===== config.mk =====
export PLATFORM = sky130hd
export DESIGN_NAME = schedule_window_matcher_flat
export DESIGN_NICKNAME = d
export VERILOG_FILES = /design/src/rtl/core/swm_pkg.sv /design/src/rtl/core/swm_in_if.sv /design/src/rtl/core/swm_out_if.sv /design/src/rtl/core/swm_cfg.sv /design/src/rtl/core/swm_parser.sv /design/src/rtl/core/schedule_window_matcher.sv /design/src/flat_wrapper.sv
export SDC_FILE = /design/constraint.sdc
export NUM_CORES = 1
export LEC_CHECK = 0
export BUFFER_PORTS_ARGS = -buffer_cell sky130_fd_sc_hd__buf_2
export CAP_MARGIN = 20
export CORE_MARGIN = 1
export CORE_UTILIZATION = 55
export CTS_CLUSTER_SIZE = 30
export DETAILED_ROUTE_END_ITERATION = 7
export GPL_ROUTABILITY_DRIVEN = 0
export HOLD_SLACK_MARGIN = 0.12
export PLACE_DENSITY = 0.79
export SKIP_CTS_REPAIR_TIMING = 1
export SLEW_MARGIN = 20
export SYNTH_ARGS = -nofsm -noshare
export SYNTH_HDL_FRONTEND = slang
export SYNTH_SLANG_ARGS = --single-unit

===== constraint.sdc =====
create_clock -name clk -period 12.7 [get_ports clk]
set_input_delay 1.27 -clock clk [delete_from_list [all_inputs] [get_ports clk]]
set_output_delay 1.27 -clock clk [all_outputs]
set_load 0.02 [all_outputs]

===== src/rtl/core/swm_pkg.sv =====
`timescale 1ns / 1ps
// Shared types, character codes and register indexes of the schedule window matcher.
package swm_pkg;

  localparam logic [7:0] CH_STAR  = 8'h2A;
  localparam logic [7:0] CH_UPW   = 8'h57;
  localparam logic [7:0] CH_LOWW  = 8'h77;
  localparam logic [7:0] CH_COLON = 8'h3A;
  localparam logic [7:0] CH_COMMA = 8'h2C;
  localparam logic [7:0] CH_ZERO  = 8'h30;
  localparam logic [7:0] CH_SIX   = 8'h36;
  localparam logic [7:0] CH_NINE  = 8'h39;

  localparam logic [12:0] MIN_PER_HOUR = 13'd60;
  localparam logic [12:0] TEN          = 13'd10;

  localparam logic [1:0] REG_WEEKDAY = 2'd0;
  localparam logic [1:0] REG_MINUTE  = 2'd1;
  localparam logic [1:0] REG_DEFAULT = 2'd2;

  typedef enum logic [2:0] {
    PH_SCAN    = 3'b001,
    PH_MATCHED = 3'b010,
    PH_SKIP    = 3'b100
  } swm_phase_t;

  typedef struct packed {
    logic [2:0]  weekday;
    logic [10:0] minute;
    logic        default_result;
  } swm_cfg_t;

  typedef struct packed {
    logic [2:0]  count;
    logic [12:0] acc;
    logic        ok;
  } swm_tacc_t;

  localparam swm_tacc_t TACC_RESET = '{count: 3'd0, acc: 13'd0, ok: 1'b1};

  typedef struct packed {
    logic       match_found;
    swm_phase_t phase;
    logic [1:0] colon_count;
    swm_tacc_t  start_time;
    swm_tacc_t  end_time;
    logic       error_seen;
  } swm_state_t;

  localparam swm_state_t STATE_RESET = '{
    match_found: 1'b0,
    phase:       PH_SCAN,
    colon_count: 2'd0,
    start_time:  TACC_RESET,
    end_time:    TACC_RESET,
    error_seen:  1'b0
  };

  typedef struct packed {
    logic in_window;
    logic spec_error;
  } swm_result_t;

endpackage


===== src/rtl/core/swm_in_if.sv =====
`timescale 1ns / 1ps
// Input channel: one schedule text byte per transaction.
interface swm_in_if;
  logic       valid;
  logic       ready;
  logic [7:0] spec_byte;
  logic       last_byte;
  logic       spec_absent;

  modport source (output valid, output spec_byte, output last_byte, output spec_absent,
                  input ready);
  modport sink (input valid, input spec_byte, input last_byte, input spec_absent,
                output ready);
endinterface


===== src/rtl/core/swm_out_if.sv =====
`timescale 1ns / 1ps
// Output channel: one match result per transaction.
interface swm_out_if;
  logic valid;
  logic ready;
  logic in_window;
  logic spec_error;

  modport source (output valid, output in_window, output spec_error, input ready);
  modport sink (input valid, input in_window, input spec_error, output ready);
endinterface


===== src/rtl/core/swm_cfg.sv =====
`timescale 1ns / 1ps
// APB register bank holding weekday, minute and default result.
module swm_cfg (
  input  logic              clk,
  input  logic              rst,
  input  logic              psel,
  input  logic              penable,
  input  logic              pwrite,
  input  logic [3:0]        paddr,
  input  logic [31:0]       pwdata,
  output logic [31:0]       prdata,
  output logic              pready,
  output swm_pkg::swm_cfg_t cfg
);
  import swm_pkg::*;

  logic wr_en;

  assign pready = 1'b1;
  assign wr_en  = psel && penable && pwrite && pready;

  always_ff @(posedge clk) begin
    if (rst) begin
      cfg <= '0;
    end else if (wr_en) begin
      case (paddr[3:2])
        REG_WEEKDAY: cfg.weekday        <= pwdata[2:0];
        REG_MINUTE:  cfg.minute         <= pwdata[10:0];
        REG_DEFAULT: cfg.default_result <= pwdata[0];
        default: ;
      endcase
    end
  end

  always_comb begin
    case (paddr[3:2])
      REG_WEEKDAY: prdata = {29'd0, cfg.weekday};
      REG_MINUTE:  prdata = {21'd0, cfg.minute};
      REG_DEFAULT: prdata = {31'd0, cfg.default_result};
      default:     prdata = 32'd0;
    endcase
  end
endmodule


===== src/rtl/core/swm_parser.sv =====
`timescale 1ns / 1ps
// Per-item parse state and its one-byte update, with item close and window test.
module swm_parser (
  input  logic                 clk,
  input  logic                 rst,
  input  logic                 step,
  input  logic [7:0]           spec_byte,
  input  logic                 last_byte,
  input  logic                 spec_absent,
  input  swm_pkg::swm_cfg_t    cfg,
  output swm_pkg::swm_result_t result
);
  import swm_pkg::*;

  swm_state_t st;
  swm_state_t st_next;
  swm_state_t after_byte;
  swm_state_t after_last;

  function automatic swm_tacc_t take_time_char(swm_tacc_t t, logic [7:0] b);
    swm_tacc_t   r;
    logic [12:0] w;
    logic [12:0] d;
    r = t;
    d = {9'd0, b[3:0]};
    case (t.count[1:0])
      2'd0:    w = TEN * MIN_PER_HOUR;
      2'd1:    w = MIN_PER_HOUR;
      2'd2:    w = TEN;
      default: w = 13'd1;
    endcase
    if (t.count < 3'd4) begin
      if ((b inside {[CH_ZERO:CH_NINE]}) && t.ok) begin
        r.acc = t.acc + 13'(w * d);
      end else begin
        r.ok = 1'b0;
      end
      r.count = t.count + 3'd1;
    end
    return r;
  endfunction

  function automatic swm_state_t close_item(swm_state_t s_in, logic [10:0] minute);
    swm_state_t  r;
    logic [12:0] s;
    logic [12:0] e;
    logic [12:0] cur;
    logic        hit;
    r   = s_in;
    s   = 13'd0;
    e   = 13'd0;
    cur = {2'd0, minute};
    hit = 1'b0;
    if (!s_in.match_found) begin
      case (s_in.phase)
        PH_SCAN: r.error_seen = 1'b1;
        PH_MATCHED: begin
          if (s_in.colon_count == 2'd0) begin
            r.error_seen = 1'b1;
          end else begin
            if (s_in.start_time.ok && s_in.start_time.count == 3'd4) begin
              s = s_in.start_time.acc;
            end else begin
              r.error_seen = 1'b1;
            end
            if (s_in.colon_count < 2'd2) begin
              r.error_seen = 1'b1;
            end else begin
              if (s_in.end_time.ok && s_in.end_time.count == 3'd4) begin
                e = s_in.end_time.acc;
              end else begin
                r.error_seen = 1'b1;
              end
              if (e > s) begin
                hit = (cur >= s) && (cur <= e);
              end else begin
                hit = (cur >= s) || (cur <= e);
              end
              if (hit) begin
                r.match_found = 1'b1;
              end
            end
          end
        end
        default: ;
      endcase
    end
    r.phase       = PH_SCAN;
    r.colon_count = 2'd0;
    r.start_time  = TACC_RESET;
    r.end_time    = TACC_RESET;
    return r;
  endfunction

  function automatic swm_state_t take_byte(swm_state_t s_in, logic [7:0] b, swm_cfg_t c);
    swm_state_t r;
    r = s_in;
    if (!s_in.match_found) begin
      if (b == CH_COMMA) begin
        r = close_item(s_in, c.minute);
      end else begin
        case (s_in.phase)
          PH_SCAN: begin
            if (b == CH_STAR) begin
              r.phase = PH_MATCHED;
            end else if (b == CH_UPW || b == CH_LOWW) begin
              if (c.weekday inside {[3'd1:3'd5]}) begin
                r.phase = PH_MATCHED;
              end
            end else if (b inside {[CH_ZERO:CH_SIX]}) begin
              if (b - CH_ZERO == {5'd0, c.weekday}) begin
                r.phase = PH_MATCHED;
              end
            end else if (b == CH_COLON) begin
              r.phase = PH_SKIP;
            end else begin
              r.error_seen = 1'b1;
              r.phase      = PH_SKIP;
            end
          end
          PH_MATCHED: begin
            if (s_in.colon_count == 2'd0) begin
              if (b == CH_COLON) begin
                r.colon_count = 2'd1;
              end
            end else begin
              r.start_time = take_time_char(s_in.start_time, b);
              if (s_in.colon_count == 2'd2) begin
                r.end_time = take_time_char(s_in.end_time, b);
              end else if (b == CH_COLON) begin
                r.colon_count = 2'd2;
              end
            end
          end
          default: ;
        endcase
      end
    end
    return r;
  endfunction

  always_comb begin
    after_byte = take_byte(st, spec_byte, cfg);
    after_last = close_item(after_byte, cfg.minute);
    if (spec_absent) begin
      result.in_window  = cfg.default_result;
      result.spec_error = 1'b0;
      st_next           = STATE_RESET;
    end else if (last_byte) begin
      result.in_window  = after_last.match_found;
      result.spec_error = after_last.error_seen;
      st_next           = STATE_RESET;
    end else begin
      result            = '0;
      st_next           = after_byte;
    end
  end

  always_ff @(posedge clk) begin
    if (rst) begin
      st <= STATE_RESET;
    end else if (step) begin
      st <= st_next;
    end
  end
endmodule


===== src/rtl/core/schedule_window_matcher.sv =====
`timescale 1ns / 1ps
// Top level: input register, parse stage, result register and APB configuration.
// Throughput: one byte per cycle via the single parse stage, until the output stalls.
// The result of a last-byte or absent transaction is offered from the result register.
// The result register decouples the output; a stalled output holds one result and
// lets the input register fill before the input side stalls.
// Reset (rst, synchronous) returns parse state to its start, clears the valid flags and
// configuration registers; byte and result data registers are not reset.
module schedule_window_matcher (
  input  logic        clk,
  input  logic        rst,
  swm_in_if.sink      in_ch,
  swm_out_if.source   out_ch,
  input  logic        psel,
  input  logic        penable,
  input  logic        pwrite,
  input  logic [3:0]  paddr,
  input  logic [31:0] pwdata,
  output logic [31:0] prdata,
  output logic        pready
);
  import swm_pkg::*;

  swm_cfg_t    cfg;
  swm_result_t result;

  logic       s1_valid;
  logic [7:0] s1_byte;
  logic       s1_last;
  logic       s1_absent;
  logic       s1_emits;
  logic       s1_fire;
  logic       in_fire;

  swm_cfg u_cfg (
    .clk     (clk),
    .rst     (rst),
    .psel    (psel),
    .penable (penable),
    .pwrite  (pwrite),
    .paddr   (paddr),
    .pwdata  (pwdata),
    .prdata  (prdata),
    .pready  (pready),
    .cfg     (cfg)
  );

  swm_parser u_parser (
    .clk         (clk),
    .rst         (rst),
    .step        (s1_fire),
    .spec_byte   (s1_byte),
    .last_byte   (s1_last),
    .spec_absent (s1_absent),
    .cfg         (cfg),
    .result      (result)
  );

  assign s1_emits    = s1_last || s1_absent;
  assign s1_fire     = s1_valid && (!s1_emits || !out_ch.valid || out_ch.ready);
  assign in_ch.ready = !s1_valid || s1_fire;
  assign in_fire     = in_ch.valid && in_ch.ready;

  always_ff @(posedge clk) begin
    if (rst) begin
      s1_valid <= 1'b0;
    end else if (in_fire) begin
      s1_valid <= 1'b1;
    end else if (s1_fire) begin
      s1_valid <= 1'b0;
    end
  end

  always_ff @(posedge clk) begin
    if (in_fire) begin
      s1_byte   <= in_ch.spec_byte;
      s1_last   <= in_ch.last_byte;
      s1_absent <= in_ch.spec_absent;
    end
  end

  always_ff @(posedge clk) begin
    if (rst) begin
      out_ch.valid <= 1'b0;
    end else if (s1_fire && s1_emits) begin
      out_ch.valid <= 1'b1;
    end else if (out_ch.ready) begin
      out_ch.valid <= 1'b0;
    end
  end

  always_ff @(posedge clk) begin
    if (s1_fire && s1_emits) begin
      out_ch.in_window  <= result.in_window;
      out_ch.spec_error <= result.spec_error;
    end
  end
endmodule


===== src/flat_wrapper.sv =====
// flat-port wrapper written by rule: the top's interface ports become plain ports
module schedule_window_matcher_flat import swm_pkg::*;
  (clk, rst, psel, penable, pwrite, paddr, pwdata, prdata, pready, in_ch_valid, in_ch_spec_byte, in_ch_last_byte, in_ch_spec_absent, in_ch_ready, out_ch_valid, out_ch_in_window, out_ch_spec_error, out_ch_ready);
  swm_in_if in_ch_i ();
  swm_out_if out_ch_i ();
  input  logic clk;
  input  logic rst;
  input  logic psel;
  input  logic penable;
  input  logic pwrite;
  input  logic [3:0] paddr;
  input  logic [31:0] pwdata;
  output logic [31:0] prdata;
  output logic pready;
  input wire logic [$bits(in_ch_i.valid)-1:0] in_ch_valid;
  input wire logic [$bits(in_ch_i.spec_byte)-1:0] in_ch_spec_byte;
  input wire logic [$bits(in_ch_i.last_byte)-1:0] in_ch_last_byte;
  input wire logic [$bits(in_ch_i.spec_absent)-1:0] in_ch_spec_absent;
  output wire logic [$bits(in_ch_i.ready)-1:0] in_ch_ready;
  output wire logic [$bits(out_ch_i.valid)-1:0] out_ch_valid;
  output wire logic [$bits(out_ch_i.in_window)-1:0] out_ch_in_window;
  output wire logic [$bits(out_ch_i.spec_error)-1:0] out_ch_spec_error;
  input wire logic [$bits(out_ch_i.ready)-1:0] out_ch_ready;
  assign in_ch_i.valid = in_ch_valid;
  assign in_ch_i.spec_byte = in_ch_spec_byte;
  assign in_ch_i.last_byte = in_ch_last_byte;
  assign in_ch_i.spec_absent = in_ch_spec_absent;
  assign in_ch_ready = in_ch_i.ready;
  assign out_ch_valid = out_ch_i.valid;
  assign out_ch_in_window = out_ch_i.in_window;
  assign out_ch_spec_error = out_ch_i.spec_error;
  assign out_ch_i.ready = out_ch_ready;
  schedule_window_matcher u_core (.clk(clk), .rst(rst), .in_ch(in_ch_i), .out_ch(out_ch_i), .psel(psel), .penable(penable), .pwrite(pwrite), .paddr(paddr), .pwdata(pwdata), .prdata(prdata), .pready(pready));
endmodule

Word level (Yosys, flattened, before mapping). Cells that the tools add are included.

Register bits: 70. Input bits: 53. Output and inout port bits: 37. Word-level logic and storage cells: 199.

Add/sub/neg operators: 5. Multipliers: 2. $lt $le $gt $ge: 15. Eq/ne operators: 21. Mux-type cells: 98. Bitwise gates (word level): 1. Reductions and logical operators: 37.

Operator list (count): $mux 13 (31); $mux 41 (3); $pmux 10 s3 (2); $mux 17 (3); $mux 1 (41); $mux 40 (1); $mux 36 (1); $mux 34 (1); $pmux 11 s3 (1); $add 13x13->13 (2); $ge 11x13->1 (2); $gt 13x13->1 (2); $le 11x13->1 (2); $mul 13x4->13 (2); $eq 8x6->1 const B (3); $mux 3 (6); $eq 8x7->1 const B (2); $le 8x6->1 const B (2); $logic_and 1x1->1 (16); $eq 3x3->1 const B (4); $mux 2 (6); $logic_not 2->1 (5); $eq 2x2->1 const B (4); $eq 8x3->1 (1); other kinds (17) (36).

Depth between registers and ports, before layout. Gate-level depths: netlist of the first run.

Depth after elaboration: 43. Gate-level depth with buffers: 28. Mapped depth without buffers: 28.

Hierarchy. From an unflattened synthesis of the first run, not the netlist that was laid out.

Cell total of the unflattened synthesis: 1078. Area total of the unflattened synthesis: 8743.4 um^2.

By module, submodules not included: swm_parser (instances 1, cells an instance 949, area each 7284.5 um^2, seq. area each 820.8 um^2); swm_cfg (instances 1, cells an instance 105, area each 980.9 um^2, seq. area each 300.3 um^2); schedule_window_matcher (instances 1, cells an instance 24, area each 478.0 um^2, seq. area each 400.4 um^2).

Least setup slack after synthesis of the first run. OpenSTA, ideal clock, no wires.

Kind: register to register. Start: register u_core.u_parser.st[32] (netlist name). End: register u_core.out_ch.in_window, data pin. Setup time: 157 ps. Arrival: 5645 ps. Required time: 12543 ps. Path slack: 6898 ps. Cell stages (with the launch flop): 27. Buffers on the path: 0. Period minus slack after synthesis: 5802 ps. Path through: dfxtp_1 inv_1 ha_1 nor2_1 nor2_1 and2_1 fa_1 fa_1 inv_1 fa_1 inv_1 ha_1 or3_1 o2111ai_1 nand2b_1 a21o_1 a21oi_1 xor2_1 o21ai_0 nand2_1 ha_1 nand3_1 or4_1 o21ai_0 a21oi_1 maj3_2 o221ai_2.

RTL lines: start: declaration (line swm_parser.sv:15) `swm_state_t st;`; start signal: assignment (line swm_parser.sv:163) `st <= st_next;`; end: declaration (line swm_out_if.sv:9) `modport source (output valid, output in_window, output spec_error, input ready);`.

==> flow_summary.ini, run 1 <==
[floorplanning]
rows = 44
ios = 90
die_x_um = 125
initial_utilization_pct = 57.0
fp.coreArea_sq_um = 14600
die_h_um = 125
die_area_sq_um = 15700

[clock_network]
cts_made_buffers = 9
clockBufferDepth = 2
htreeDepth = 3
insertion_delay_ps = 350
cts_root_buf = clkbuf_16
cts_tree = built
cts.sinks = 70
clkTransAtPathRegs_ps = 60

[routing]
drc = 0
drtIter0Drc = 706
wl_per_cell_um = 17.3
ant_nets = 0
wl_mm = 22.2
dr.pass1.iters = 8
vias = 7655
vias_per_cell = 5.94

[setup_path]
cp_slowest_stage_delay_ps = 540
r2r_cells = 26
required_ps = 12890
crit_start = u_core.u_parser.st[32]$_SDFFE_PP0P_
critPathCaptureType = flip-flop
reg2reg_slack_ps = 6060
critPathKind = reg -> reg
critPathLaunchType = flip-flop
timing.rr.end = u_core.out_ch.in_window$_DFFE_PP_
cp.arrival_ps = 6820
crit_slowest_cell = dfxtp_1
reg2reg_from = u_core.u_parser.st[32]$_SDFFE_PP0P_
cp_max_fo = 8

[timing]
rsz0062_at_grt = no
finalCritPeriodShare_pct = 52.3
min_period_ps = 6640
hold_viol_final = 0
slew_headroom_pct = 34.2
slew_viol_final = 0
fmax_ghz = 0.151
finalSetupTns_ps = 0
tightest_slew_ps = 980
hold_slack_ps = 492
final.setup_skew_ps = 9.70
setup_viol = 0

[global_routing]
grt_pass1_vias = 7288
grt_max_degree = 55
grt_pass1_wl_mm = 36.2
grt.total_usage_pct = 29.0
gr-total-overflow = 0
grt_antenna_before_repair = 0

[finish]
fin_nets = 1314
antennaDiodeCount = 0
mostFrequentLayoutCell = inv_1
syn2layout_area_growth_pct = 6.58
layout_common_cells = 150 x inv_1, 141 x nand2_1, 122 x ha_1
layout-drive-gt1-share_pct = 6.70

[min_path]
hp-start = u_core.u_cfg.cfg[1]$_SDFFE_PP0P_
hold_class = reg -> reg
min_to = u_core.u_cfg.cfg[1]$_SDFFE_PP0P_
holdPathStages = 2

[power_and_ir_drop]
ir_drop_mv = 0.0952
power_leakage_nw = 4.18
power.density_nw_per_um2 = 68.8

[synth]
synth_area_per_cell_sq_um = 7.73
synth_ff_type = dfxtp_1
synth_seq_area_share_pct = 18.2
synthCells = 1079
async_flop_share_pct = 0
synthDistinctLibCells = 73
syn_area_sq_um = 8350
yosys_register_bits = 70
yosys_warnings = 0
synth_edf_count = 12

[outcome]
status = completed

[placed_design]
io_buffers = 44
place_hpwl_mm = 17.5

[flow_run]
cap_violations = 0
==> flip-flops by register name, indices dropped and copies added, names as in the netlist <==
name,flops
u_core.s1_last,1
u_core.u_parser.st,41
u_core.s1_valid,1
u_core.u_cfg.cfg,15
u_core.s1_byte,8
u_core.s1_absent,1
u_core.out_ch.spec_error,1
u_core.out_ch.in_window,1
u_core.out_ch.valid,1
==> Yosys cell counts (3+ instances only) <==
cell       count  area [sq um]
nand3_1       15          75.1
o31ai_1        4          30.0
nor2b_1       14          87.6
nor3_1        22           110
a22o_1         6          52.6
or3_1          9          56.3
nand2_1      141           529
nand4_1        9          56.3
nand2b_1      17           106
nor4_1         7          43.8
a31oi_1        8          50.1
buf_4         22           165
a211oi_1      10          75.1
a22oi_1       21           158
buf_2          3          15.0
and3_1         4          25.0
a2111oi_0      3          26.3
a32oi_1        4          35.0
and2_1        40           250
o22ai_1        4          25.0
o21ai_0       50           250
o2111ai_1      6          52.6
xnor2_1       12           105
inv_1        150           563
o21a_1        10          75.1
dfxtp_1       58          1160
edfxtp_1      12           360
a21o_1        13          97.6
fa_1          40           801
ha_1         122          1530
nor2_1        75           282
o21bai_1       5          37.5
clkbuf_1      30           113
o211ai_1       5          37.5
a21oi_1       64           320
xor2_1        10          87.6
mux2i_1        8          80.1
==> logic make-up (layout without fill, tap and decap cells) <==
| logic type | count (synthesis) | in the layout | synth area share (%) |
|---|---|---|---|
| simple gates | 370 | 370 | 21.3 |
| compound gates | 233 | 233 | 18.0 |
| buf+inv | 208 | 213 | 10.5 |
| fa+ha+maj | 164 | 164 | 28.1 |
| flops | 70 | 70 | 18.2 |
| xor+xnor | 22 | 22 | 2.31 |
| mux | 10 | 10 | 1.41 |
| other cells | 2 | 22 | 0.0900 |
==> metrics by stage <==
| step | cells | setup WS [ps] | utilization, % | area (sq um) | power, mW |
|---|---|---|---|---|---|
| 2_1_floorplan | 1099 | 6900 | - | 8420 | 0.332 |
| 3_3_place_gp | 1272 | 6240 | 58.7 | 8590 | 0.352 |
| 3_5_place_dp | 1272 | 6190 | 58.7 | 8590 | 0.356 |
| 4_1_cts | 1288 | 6160 | 60.7 | 8890 | 0.611 |
| 5_1_grt | 1288 | 5720 | 60.7 | 8890 | 0.636 |
| 6_report | 1288 | 6060 | 60.7 | 8890 | 0.612 |
==> power by group <==
part	internal, mW	switching, mW	total, mW
clock network	0.154	0.106	0.260
registers	0.229	0.00697	0.236
logic	0.0444	0.0710	0.115
total	0.427	0.184	0.612
==> layout make-up <==
cell class,count,area (sq um)
Clock buffer,10,229
Clock inverter,6,70.1
Fill cell,1297,5750
Inverter,150,563
Multi-Input combinational cell,821,6040
Sequential cell,70,1520
Tap cell,184,230
Timing Repair Buffer,47,243
==> how the worst max path moves through the flow <==
stage                                                    to  slack [ps]  depth (start not counted)
after floorplan           u_core.out_ch.in_window$_DFFE_PP_        6900                         26
after global placement    u_core.out_ch.in_window$_DFFE_PP_        6240                         26
after detailed placement  u_core.out_ch.in_window$_DFFE_PP_        6190                         26
after CTS                 u_core.out_ch.in_window$_DFFE_PP_        6160                         26
after global routing      u_core.out_ch.in_window$_DFFE_PP_        5720                         26
final                     u_core.out_ch.in_window$_DFFE_PP_        6060                         26
==> worst max-delay path: cells and delay by family, from the launching register on <==
family / cells / cell delay [ps]
adders and majority gates: 7 / 2810
and+or+nand+nor: 8 / 1680
AOI/OAI and AO/OA: 7 / 1070
DFF: 1 / 540
buffers and inverters: 3 / 250
xor gates and xnor gates: 1 / 130
==> per-layer routing <==
metal  up-vias  wire [um]  global-route usage, %
li1       3671          -                      -
met4         0       1030                   14.3
met5         -          0                      0
met2       330      10200                   47.9
met1      3581       9350                   36.6
met3        73       1630                   5.09
Power figures use the tool's default switching activity.
==> run 2: changes to the inputs <==
==> constraint.sdc (replaced) <==
create_clock -name clk -period 6.15 [get_ports clk]
set_input_delay 0.615 -clock clk [delete_from_list [all_inputs] [get_ports clk]]
set_output_delay 0.615 -clock clk [all_outputs]
set_load 0.02 [all_outputs]
==> flow_summary.ini, run 2 (synthesis results as in run 1) <==
[power_and_ir_drop]
switching_share_pct = 28.0
p_seq_share_pct = 35.4
p_switching_mw = 0.381
ir_drop_mv = 0.247
internal-power_mw = 0.980
power.share.clock_pct = 44.4
power_leakage_nw = 4.37
p_comb_share_pct = 20.1
power.density_nw_per_um2 = 145

[setup_path]
critPathLaunchType = flip-flop
critPathKind = reg -> reg
path_cells = buf_4 -> ha_2 -> buf_4 -> nand2_1 -> fa_1 -> fa_1 -> fa_1 -> inv_1 -> ha_1 -> nand2b_1 -> a211oi_2 -> nor2_1 -> a311oi_2 -> xor2_1 -> buf_4 -> a22oi_2 -> nand2b_1 -> ha_1 -> nand3_2 -> or4_1 -> o21ai_0 -> a21oi_1 -> maj3_2 -> o221ai_2
required_ps = 6340
cp_max_fo = 7
cp.arrival_ps = 6150
critPathCaptureType = flip-flop
crit_slowest_cell = fa_1
cp_slowest_stage_delay_ps = 540

[floorplanning]
fp.coreArea_sq_um = 14600
die_h_um = 125
ios = 90
die_x_um = 125
rows = 44
initial_utilization_pct = 57.0
die_area_sq_um = 15700

[timing]
final.setup_skew_ps = 9.24
tightest_slew_ps = 1070
finalSetupTns_ps = 0
setup_viol = 0
hold_viol_final = 0
min_period_ps = 5960
slew_viol_final = 0
fmax_ghz = 0.168
hold_slack_ps = 442
finalCritPeriodShare_pct = 97.0
slew_headroom_pct = 28.9

[outcome]
status = finished, violations left
violations = DRC

[clock_network]
clkTransAtPathRegs_ps = 60
cts_made_buffers = 9
cts_root_buf = clkbuf_16
clockBufferDepth = 2
cts_tree = built
cts.sinks = 70
htreeDepth = 3
insertion_delay_ps = 350

[flow_run]
cap_violations = 0

[finish]
antennaDiodeCount = 0
fin_nets = 1342
syn2layout_area_growth_pct = 12.6
largestRegisters = u_core.u_parser.st: 41 flops, u_core.u_cfg.cfg: 15 flops, u_core.s1_byte: 8 flops
regMostFlops = u_core.u_parser.st
mostFrequentLayoutCell = inv_1
final_cell_area_sq_um = 9400
layout-drive-gt1-share_pct = 12.5
layout_common_cells = 147 x inv_1, 139 x nand2_1, 110 x ha_1
largest_reg_flops = 41

[global_routing]
grt_pass1_wl_mm = 36.3
grt_max_degree = 55
gr-total-overflow = 0
grt_antenna_before_repair = 0
grt.total_usage_pct = 29.0
grt_pass1_vias = 7225

[routing]
ant_nets = 0
wl_mm = 22.8
dr.pass1.iters = 8
drtIter0Drc = 726
drc = 2
vias_per_cell = 5.95
wl_per_cell_um = 17.3
vias = 7829

[min_path]
hold_class = in -> reg

[placed_design]
io_buffers = 44
place_hpwl_mm = 17.6
placed_area_sq_um = 8750
run 2: changes by cell type in the layout (fill, tap and decap cells not counted), sizes merged:
cell,delta
buf,+28
clkinv,-4
bufinv,+2
clkbuf,+1
clkinvlp,+1
run 2: final cells by class:
class | count | area, sq um
Multi-Input combinational cell | 821 | 6280
Sequential cell | 70 | 1530
Inverter | 150 | 563
Clock inverter | 5 | 106
Fill cell | 1269 | 5240
Clock buffer | 11 | 233
Tap cell | 184 | 230
Timing Repair Buffer | 75 | 453
run 2: per-stage QoR:
step                      util [%]  instances  worst slack [ps]  total power, mW
after floorplan                  -       1099               348            0.685
after global placement        59.7       1292              79.9            0.735
after detailed placement      59.7       1292             -56.1            0.741
after CTS                     62.0       1308             -93.9             1.34
after global routing          64.2       1316              -115             1.41
final                         64.2       1316               186             1.36
run 2: power groups by stage:
stage | combinational, mW | sequential (mW) | clock, mW
3_5_place_dp | 0.246 | 0.494 | 0
5_1_grt | 0.306 | 0.483 | 0.621
6_report | 0.274 | 0.482 | 0.605
2_1_floorplan | 0.195 | 0.491 | 0
4_1_cts | 0.248 | 0.485 | 0.606
3_3_place_gp | 0.240 | 0.494 | 0
run 2: layer usage:
metal	up-vias	part of all wire (%)	track usage, %
met1	3694	42	37.8
li1	3731	-	-
met3	75	6.8	4.15
met4	0	4.1	12.8
met2	329	47	47.7
met5	-	0	0
run 2: critical path, delay by kind of cell (launching register included):
| kind | cells | cell delay [ps] |
|---|---|---|
| flops | 1 | 340 |
| fa+ha+maj | 7 | 2750 |
| compound gates | 6 | 970 |
| simple gates | 6 | 1040 |
| xor+xnor | 1 | 180 |
| buf+inv | 4 | 500 |
run 2: path summary, 6_finish.rpt:
path	start	endpoint	slack, ps	cells past startpoint
worst max-delay path	u_core.u_parser.st[33]$_SDFFE_PP0P_	u_core.out_ch.in_window$_DFFE_PP_	190	24
worst min-delay path	in_ch_spec_byte[1]	u_core.s1_byte[1]$_DFFE_PP_	440	1
worst max register to register	u_core.u_parser.st[33]$_SDFFE_PP0P_	u_core.out_ch.in_window$_DFFE_PP_	190	24
worst min register to register	u_core.u_cfg.cfg[1]$_SDFFE_PP0P_	u_core.u_cfg.cfg[1]$_SDFFE_PP0P_	490	2
==> run 3: changes to the inputs <==
--- a/config.mk
+++ b/config.mk
@@ -15,7 +15,6 @@
 export HOLD_SLACK_MARGIN = 0.12
 export PLACE_DENSITY = 0.79
 export SKIP_CTS_REPAIR_TIMING = 1
-export SLEW_MARGIN = 20
 export SYNTH_ARGS = -nofsm -noshare
 export SYNTH_HDL_FRONTEND = slang
 export SYNTH_SLANG_ARGS = --single-unit
==> constraint.sdc (replaced) <==
create_clock -name clk -period 7.2 [get_ports clk]
set_input_delay 0.72 -clock clk [delete_from_list [all_inputs] [get_ports clk]]
set_output_delay 0.72 -clock clk [all_outputs]
set_load 0.02 [all_outputs]
==> flow_summary.ini, run 3 (synthesis results as in run 1) <==
[outcome]
status = completed

[power_and_ir_drop]
power.density_nw_per_um2 = 119
ir_drop_mv = 0.149
power_mw = 1.06
power_leakage_nw = 4.18

[placed_design]
dp_cells = 1272
dp_slack_ps = 769
io_buffers = 44
place_hpwl_mm = 17.3

[setup_path]
cp.arrival_ps = 6770
path_delay_family = adder cells
reg2reg_slack_ps = 620
critPathKind = reg -> reg
crit_start = u_core.s1_byte[2]$_DFFE_PP_
cp_max_fo = 16
path_cells = nor2b_1 -> o21a_1 -> fa_1 -> fa_1 -> inv_1 -> fa_1 -> inv_1 -> ha_1 -> or3_1 -> o211ai_1 -> o21bai_1 -> a21oi_1 -> xnor2_1 -> nand2_1 -> a21oi_1 -> inv_1 -> ha_1 -> or3_1 -> a221oi_1 -> a211o_1 -> a31oi_1 -> o21a_1 -> maj3_2 -> o221ai_2
critPathCaptureType = flip-flop
crit_slowest_cell = edfxtp_1
crit_buf_inv = 3
critPathLaunchType = flip-flop
reg2reg_from = u_core.s1_byte[2]$_DFFE_PP_
required_ps = 7390
cp_slowest_stage_delay_ps = 800
r2r_cells = 24
timing.rr.end = u_core.out_ch.in_window$_DFFE_PP_

[global_routing]
grt_max_degree = 55
grt.total_usage_pct = 28.9
grt_antenna_before_repair = 0
grt_pass1_wl_mm = 35.8
grt_pass1_vias = 7171
gr-total-overflow = 0

[clock_network]
insertion_delay_ps = 340
htreeDepth = 3
cts_tree = built
clockBufferDepth = 2
clkTransAtPathRegs_ps = 60
cts_root_buf = clkbuf_16
cts_made_buffers = 9
cts.sinks = 70

[min_path]
min_to = u_core.u_cfg.cfg[1]$_SDFFE_PP0P_
hp-start = u_core.u_cfg.cfg[1]$_SDFFE_PP0P_
holdPathStages = 2
hold_class = reg -> reg

[timing]
fmax_ghz = 0.152
slew_viol_final = 0
setup_viol = 0
tightest_slew_ps = 1010
finalCritPeriodShare_pct = 91.3
finalWorstSetupSlack_ps = 624
min_period_ps = 6580
hold_viol_final = 0
final.setup_skew_ps = 5.91
hold_slack_ps = 491
rsz0062_at_grt = no
slew_headroom_pct = 32.6
finalSetupTns_ps = 0

[finish]
syn2layout_area_growth_pct = 6.43
regMostFlops = u_core.u_parser.st
layout_common_cells = 150 x inv_1, 141 x nand2_1, 122 x ha_1
mostFrequentLayoutCell = inv_1
largestRegisters = u_core.u_parser.st: 41 flops, u_core.u_cfg.cfg: 15 flops, u_core.s1_byte: 8 flops
antennaDiodeCount = 0
largest_reg_flops = 41
final_cells = 1289
fin_nets = 1315
layout-drive-gt1-share_pct = 6.61

[routing]
wl_mm = 22.1
ant_nets = 0
drtIter0Drc = 719
vias = 7677
vias_per_cell = 5.96
dr.pass1.iters = 7
drc = 0
wl_per_cell_um = 17.2

[floorplanning]
fp.coreArea_sq_um = 14600
rows = 44
die_h_um = 125
die_area_sq_um = 15700
ios = 90
die_x_um = 125
initial_utilization_pct = 57.0

[flow_run]
cap_violations = 0
-- run 3: worst max-delay path by stage --
stage / to / slack [ps] / cells past startpoint
5_1_grt: u_core.out_ch.in_window$_DFFE_PP_ / 280 / 24
6_report: u_core.out_ch.in_window$_DFFE_PP_ / 620 / 24
2_1_floorplan: u_core.out_ch.in_window$_DFFE_PP_ / 1400 / 26
4_1_cts: u_core.out_ch.in_window$_DFFE_PP_ / 710 / 24
3_3_place_gp: u_core.out_ch.in_window$_DFFE_PP_ / 850 / 26
3_5_place_dp: u_core.out_ch.in_window$_DFFE_PP_ / 770 / 26
-- run 3: power by group --
group,internal [mW],switching (mW),leakage [nW],total [mW]
logic,0.0786,0.126,3.46,0.204
registers,0.405,0.0135,0.585,0.418
clock network,0.255,0.180,0.134,0.435
total,0.738,0.319,4.18,1.06
-- run 3: final cells by class --
type,count,area [sq um]
Timing Repair Buffer,48,248
Inverter,150,563
Sequential cell,70,1520
Clock buffer,12,258
Multi-Input combinational cell,821,6030
Tap cell,184,230
Clock inverter,4,28.8
Fill cell,1335,5760
-- run 3: tightest hold or removal path: cells and delay by family (launching register included) --
family          cells  cell delay [ps]
simple gates        1               60
compound gates      1               60
flops               1              330
-- run 3: metal layers --
| metal | share of wire (%) | GRT usage [%] | wire length (um) | vias to the layer above |
|---|---|---|---|---|
| met3 | 7.1 | 3.17 | 1580 | 55 |
| li1 | - | - | - | 3680 |
| met5 | 0 | 0 | 0 | - |
| met2 | 46 | 48.4 | 10200 | 317 |
| met4 | 3.7 | 11.8 | 810 | 0 |
| met1 | 43 | 38.1 | 9510 | 3625 |
-- run 3: stage by stage --
stage | cell area, sq um | utilization, %
3_3_place_gp | 8590 | 58.7
4_1_cts | 8880 | 60.6
5_1_grt | 8880 | 60.7
6_report | 8880 | 60.7
2_1_floorplan | 8420 | -
3_5_place_dp | 8590 | 58.7
